<file path="config.mk">
export PLATFORM = sky130hd
export DESIGN_NAME = tksil_cell
export DESIGN_NICKNAME = d
export VERILOG_FILES = /design/src/hdl/tksil_pkg.sv /design/src/hdl/tksil_cell.sv
export SDC_FILE = /design/constraint.sdc
export NUM_CORES = 1
export LEC_CHECK = 0
export ABC_CLOCK_PERIOD_IN_PS = 4400
export BUFFER_PORTS_ARGS = -buffer_cell sky130_fd_sc_hd__buf_2
export CORE_MARGIN = 2
export CORE_UTILIZATION = 42
export DETAILED_ROUTE_END_ITERATION = 16
export PLACE_DENSITY = 0.82
export SLEW_MARGIN = 20
export SYNTH_ARGS = -nofsm -noshare
export SYNTH_HDL_FRONTEND = slang
export SYNTH_SLANG_ARGS = --single-unit
</file>
<file path="constraint.sdc">
create_clock -name aclk -period 4.4 [get_ports aclk]
set_input_delay 1.32 -clock aclk [delete_from_list [all_inputs] [get_ports aclk]]
set_output_delay 1.32 -clock aclk [all_outputs]
set_load 0.05 [all_outputs]
</file>
<file path="src/hdl/tksil_pkg.sv">
// ----------------------------------------------------------------------------
// tksil_pkg
// Shared types and codes for the top-k sorted insertion list.
// ----------------------------------------------------------------------------
`default_nettype none

package tksil_pkg;

    localparam int ID_W    = 12;
    localparam int SCORE_W = 32;
    localparam int RANK_W  = 6;
    localparam int MODE_W  = 2;
    localparam int COUNT_W = 6;

    localparam int IN_DATA_W  = 56;
    localparam int OUT_DATA_W = 24;

    localparam logic [MODE_W-1:0] MODE_INSERT = 2'd0;
    localparam logic [MODE_W-1:0] MODE_CLEAR  = 2'd1;
    localparam logic [MODE_W-1:0] MODE_COUNT  = 2'd2;
    localparam logic [MODE_W-1:0] MODE_READ   = 2'd3;

    typedef struct packed {
        logic [ID_W-1:0]           id;
        logic signed [SCORE_W-1:0] score;
    } slot_t;

    typedef struct packed {
        logic                      insert;
        logic [ID_W-1:0]           id;
        logic signed [SCORE_W-1:0] score;
    } ins_cmd_t;

endpackage

`default_nettype wire

</file>
<file path="src/hdl/tksil_cell.sv">
// ----------------------------------------------------------------------------
// tksil_cell
// One slot of the sorted list: compares the new score against its own entry,
// and on insert either keeps its entry, takes the new pair or takes the entry
// of the slot above it.
// ----------------------------------------------------------------------------
`default_nettype none

module tksil_cell
    import tksil_pkg::*;
#(
    parameter int CELL_IDX = 0,
    parameter int FILL_W   = 6
) (
    input  wire logic              aclk,
    input  wire logic              aresetn,
    input  wire ins_cmd_t          cmd,
    input  wire logic [FILL_W-1:0] fill_count,
    input  wire slot_t             prev_slot,
    input  wire logic              prev_take,
    input  wire logic [RANK_W-1:0] rank,
    output slot_t                  slot,
    output logic                   take,
    output logic [ID_W-1:0]        rd_id
);

    localparam logic [FILL_W-1:0] IDX_V  = FILL_W'(CELL_IDX);
    localparam bit                HIT_OK = (CELL_IDX < (1 << RANK_W));
    localparam logic [RANK_W-1:0] IDX_R  = RANK_W'(CELL_IDX % (1 << RANK_W));

    slot_t slot_reg;
    slot_t slot_next;

    assign take = (IDX_V >= fill_count) || ($signed(cmd.score) > $signed(slot_reg.score));

    always_comb begin
        slot_next = slot_reg;
        if (cmd.insert) begin
            if (prev_take && (IDX_V <= fill_count)) begin
                slot_next = prev_slot;
            end else if (take && !prev_take) begin
                slot_next.id    = cmd.id;
                slot_next.score = cmd.score;
            end
        end
    end

    always_ff @(posedge aclk) begin
        if (!aresetn) begin
            slot_reg <= '0;
        end else begin
            slot_reg <= slot_next;
        end
    end

    assign slot  = slot_reg;
    assign rd_id = (HIT_OK && (rank == IDX_R)) ? slot_reg.id : '0;

endmodule

`default_nettype wire

</file>
# [Yosys cells after proc, flatten, opt, wreduce, memory -nomap -nowiden]
# Index checks and enable logic that the tools add are counted.
[word_totals] register_bits=44 inputBits=104 output_inout_bits=57 word_cells=15
[classes] order_cmp=3 mux=3 reduce_logical=7
[op_table] operator="44-bit 2-to-1 mux" count=2
[op_table] operator="32-bit > comparator" count=1
[op_table] operator="12-bit 2-to-1 mux" count=1
[op_table] operator="1-bit by 6-bit greater-or-equal comparator with 1-bit output (first input constant)" count=1
[op_table] operator="1-bit by 6-bit less-or-equal comparator with 1-bit output (first input constant)" count=1
[op_table] operator="6-bit logical NOT" count=1
[op_table] operator="1-bit logical AND" count=2
[op_table] operator="2-bit AND reduction" count=1
[op_table] operator="2-bit nonzero test" count=1
[op_table] operator="1-bit logical NOT" count=1
[op_table] operator="1-bit logical OR" count=1

# [Logic depth before layout (Yosys ltp)]
[depth] ltp_word=5 ltp_mapped=11 depth_no_buf=9

# [Worst setup path before layout]
# No wires, ideal clock.
[synth_timing] path_type="input port to output port" startpoint="input port cmd[31] (netlist bit)" endpoint="output port take" t_arrival_ps=3437 required_time_ps=3080 slack_ps=-357 cell_stages=8 path_buffers=0 path_cell_list="ha_1 > nand4_1 > or3_1 > or4_4 > a31oi_1 > nor2_1 > xnor2_1 > a21o_1"
[synth_between] elab_chain_len=2
[synth_rtl] element="start, declared" line_no="tksil_cell.sv:17" rtl="input wire ins_cmd_t cmd,"
[synth_rtl] element="32-bit > comparator" line_no="tksil_cell.sv:34" rtl="assign take = (IDX_V >= fill_count) || ($signed(cmd.score) > $signed(slot_reg.score));"
[synth_rtl] element="1-bit logical OR" line_no="tksil_cell.sv:34"
[synth_rtl] element="end, declared" line_no="tksil_cell.sv:23" rtl="output logic take,"
# No other way between the ends.

# [Final worst setup path]
# Ends and elaborated chain as after synthesis.

==> metrics.md <==
| Metric | Value |
|---|---|
| Result of the run | `finished, violations left` |
| Violated checks | `negative setup slack` |
| Switching part of the total | `42.4%` |
| Via count of the first global-routing pass | `3148` |
| Number of port buffers | `160` |
| Max reg flops | `44` |
| Kind of end point of the critical path | `output port` |
| Clock tree from TritonCTS | `built` |
| Async set or reset register ratio after synthesis | `0%` |
| Leakage power | `about 2.2 nW` |
| Overall via count from detail_route | `3268` |
| Worst min-delay path startpoint | `slot[36]$_SDFFE_PN0P_` |
| Slew at the pin with the worst max-slew slack | `0.799 ns` |
| # placed instances | `approximately 640` |
| Slowest Stage Delay on Critical Path | `0.44 ns` |
| Arrival time at the worst endpoint | `3.38 ns` |
| Cell-by-cell listing of the critical path | `buf_2, ha_4, nand4_1, or3_4, or4_4, a31oi_4, nor2_2, xnor2_1, a21o_2, buf_6` |
| WP data required | `3.08 ns` |
| Number of DRC markers in iteration 0 | `74` |
| Worst reg2reg path depth | `11` |
| Total die area | `8490 um2` |
| Number of distinct library cells after synthesis | `34` |
| Library cell contributing the largest single delay on the critical path | `or4_4` |
| I/O pin count | `161` |
| Critical Path Fanout Max | `2` |
| Clk pwr share | `19.0%` |
| Final WS setup | `-0.303 ns` |
| Power per Cell Area | `roughly 330 nW/um2` |
| Last element of the critical path | `take` |
| Final clock period utilization by the worst path | `107%` |
| Inserted Diodes | `0` |
| Initial DRT Pass Iterations | `6` |
| Count of unresolved DRC violations after routing | `0` |
| Final setup violating endpoints | `1` |
| Initial Util | `between 40 and 50%` |
| Number of core rows | `32` |
| Fraction of layout cells with a size suffix above 1 | `between 30% and 40%` |
| Final weighted congestion of routability-driven global placement | `0.852` |
| Storage cell area | `881 um2` |
| Clk pin slew, worst setup/hold paths | `~0.090 ns` |
| Comb power frac | `47.0%` |
| HPWL after detailed placement | `6550 um` |
| Number of maximum-capacitance violations | `0` |
| Post-placement worst setup slack | `-0.425 ns` |
| Core area | `7610 um2` |
| Aggregate negative setup slack | `-0.303 ns` |
| Die span in x | `92.1 um` |
| Netlist area before placement | `3260 um2` |
| Synthesis-to-layout area growth | `34.3%` |
| Remaining number of nets flagged by the antenna check after routing | `0` |
| Upper clock frequency limit | `approximately 210 MHz` |
| Number of pins exceeding their max-slew limit in the final report | `0` |
| Final design utilization | `57.6%` |
| R2r setup slk | `1.36 ns` |
| Synthesized area per cell | `8.47 um2` |
| Total clock sinks | `44` |
| Total number of H-tree levels | `2` |
| Multi-input logic area | `between 2000 and 2500 um2` |
| Internal Pwr Total | `0.000833 W` |
| Number of filler cells placed in the layout | `between 700 and 800` |
| Final clock skew | `between 0.005 and 0.006 ns` |
| Slew margin rel. | `46.7%` |
| Startpoint-to-endpoint class of the critical path | `input port to output port` |
| Largest vdd supply drop | `0.177 mV` |
| Count of cells along the worst hold path | `2` |
| Critical Path Start | `cmd[31]` |
| Synth Instances | `approximately 390` |
| Flop and latch count out of synthesis | `44` |
| Via density | `about 5.1` |
| Period minus WS final | `around 4.7 ns` |
| First-pass GRT wire length | `13700 um` |
| CP Depth | `10` |
| Worst reg2reg path endpoint | `slot[8]$_SDFFE_PN0P_` |
| Final-stage net count | `680` |
| Total Routing Usage GR | `19.4%` |
| CTS Buf Count | `5` |
| Launch point of the worst reg-to-reg path | `slot[30]$_SDFFE_PN0P_` |
| Non-filler instance count after layout | `647` |
| Vertical die dimension | `a little over 90 um` |
| Clk buf depth | `2` |
| Clk Tree Root Cell | `clkbuf_8` |
| Detailed Route WL | `8340 um` |
| Drt wl/cell | `12.9 um` |
| Gate family responsible for the most delay along the worst path | `simple AND/OR/NAND/NOR gates` |
| Sequential group share of total power | `34.0%` |
| Initial antenna violation count | `0` |
| Remaining global-route overflow | `0` |
| Switching component of the power | `0.000614 W` |
| Critical path buffer and inverter count | `2` |
| Worst min-delay path class | `flop to flop` |
| Synthesis warning total | `0` |
| Most common flop cell mapped by yosys | `dfxtp_1` |
| Portion of the post-synthesis area used by sequential elements | `27.0%` |
| Count of flip-flops with a built-in enable after synthesis | `0` |
| Largest net degree at the start of global routing | `60` |
| Unrepaired setup endpoints after global routing | `true` |
| Synthesized net count | `~520` |
| Later-pin clock latency in the skew report | `0.30 ns` |
| Worst Setup Start Kind | `input port` |
| Count of endpoints failing hold in the final timing report | `0` |
how the worst min path moves through the flow:
stage                                       end  slack [ns]
after global routing      slot[21]$_SDFFE_PN0P_        0.50
after floorplan           slot[39]$_SDFFE_PN0P_        0.68
after CTS                 slot[33]$_SDFFE_PN0P_        0.48
final                     slot[36]$_SDFFE_PN0P_        0.47
after detailed placement  slot[33]$_SDFFE_PN0P_        0.46
after global placement    slot[41]$_SDFFE_PN0P_        0.45
timing repair:
action,in CTS,in global routing
gates cloned,0,0
setup buffers,1,0
setup endpoints to repair,1,1
pin swaps,1,0
resized for setup,3,0
hold buffers,0,0
cell usage in the layout, fill, tap and decap left out, types with 4 or more instances in the layout:
cell type  count
buf_2        159
nand2_1       53
nand2b_1      46
o211ai_1      44
mux2i_1       44
dfxtp_1       44
inv_1         36
ha_1          27
buf_4         16
and2_1        12
a21oi_1       11
o21ai_0        6
clkbuf_8       6
ha_4           5
nand4_1        4
metrics by stage:
stage	hold WS, ns	power, W	instance area, um2
after floorplan	0.684	0.00100	3340
after global placement	0.452	0.00116	4270
after detailed placement	0.462	0.00118	4270
after CTS	0.475	0.00147	4380
after global routing	0.504	0.00154	4380
final	0.473	0.00145	4380
layer usage:
| layer | GRT usage, % | vias to the layer above | part of all wire (%) |
|---|---|---|---|
| met4 | 6.09 | 0 | 2.1 |
| met5 | 0 | - | 0 |
| met3 | 2.96 | 15 | 4.4 |
| met1 | 23.3 | 1512 | 43 |
| met2 | 35.2 | 97 | 51 |
| li1 | - | 1644 | - |
power groups by stage:
stage                     clock network (W)  logic [W]  registers, W
final                              0.000275   0.000681      0.000492
after global placement                    0   0.000665      0.000498
after CTS                          0.000287   0.000687      0.000492
after global routing               0.000301   0.000741      0.000500
after detailed placement                  0   0.000678      0.000501
after floorplan                           0   0.000317      0.000686
cell families (layout without fill, tap and decap cells):
family	count (synthesis)	count (layout)	share of synthesized area, %
AO/OA/AOI/OAI	72	72	15.7
XOR/XNOR	1	1	0.269
buffers and inverters	62	222	9.36
flip-flops	44	44	27.0
adder cells (fa/ha/maj)	32	32	12.3
AND/OR/NAND/NOR	130	130	21.9
multiplexers	44	44	13.5
tightest hold or removal path: stages, from the launching register on:
cell	delay (ns)
dfxtp_1	0.32
nand2_1	0.05
mux2i_1	0.05
cell usage after synthesis (2+ instances only):
cell type / instances / share of area (%)
a221oi_1: 2 / 0.54
mux2i_1: 44 / 14
nor3_1: 2 / 0.31
dfxtp_1: 44 / 27
buf_12: 4 / 2.5
nand2b_1: 46 / 8.8
nand2_1: 53 / 6.1
nor2_1: 3 / 0.35
o211ai_1: 44 / 10
or4_1: 2 / 0.46
inv_1: 36 / 4.1
a21o_1: 3 / 0.69
clkbuf_1: 21 / 2.4
and2_1: 12 / 2.3
ha_1: 32 / 12
o21ai_0: 6 / 0.92
a21oi_1: 11 / 1.7
nand4_1: 4 / 0.77
final cells by class:
type | count | share of cell area (%)
clock buffers | 6 | 1.88
repair buffers | 178 | 22.1
inverters | 36 | 3.08
flip-flops and latches | 44 | 20.1
well taps | 102 | 2.91
multi-input cells | 279 | 49.6
clock inverters | 2 | 0.343
Power figures use the tool's default switching activity.
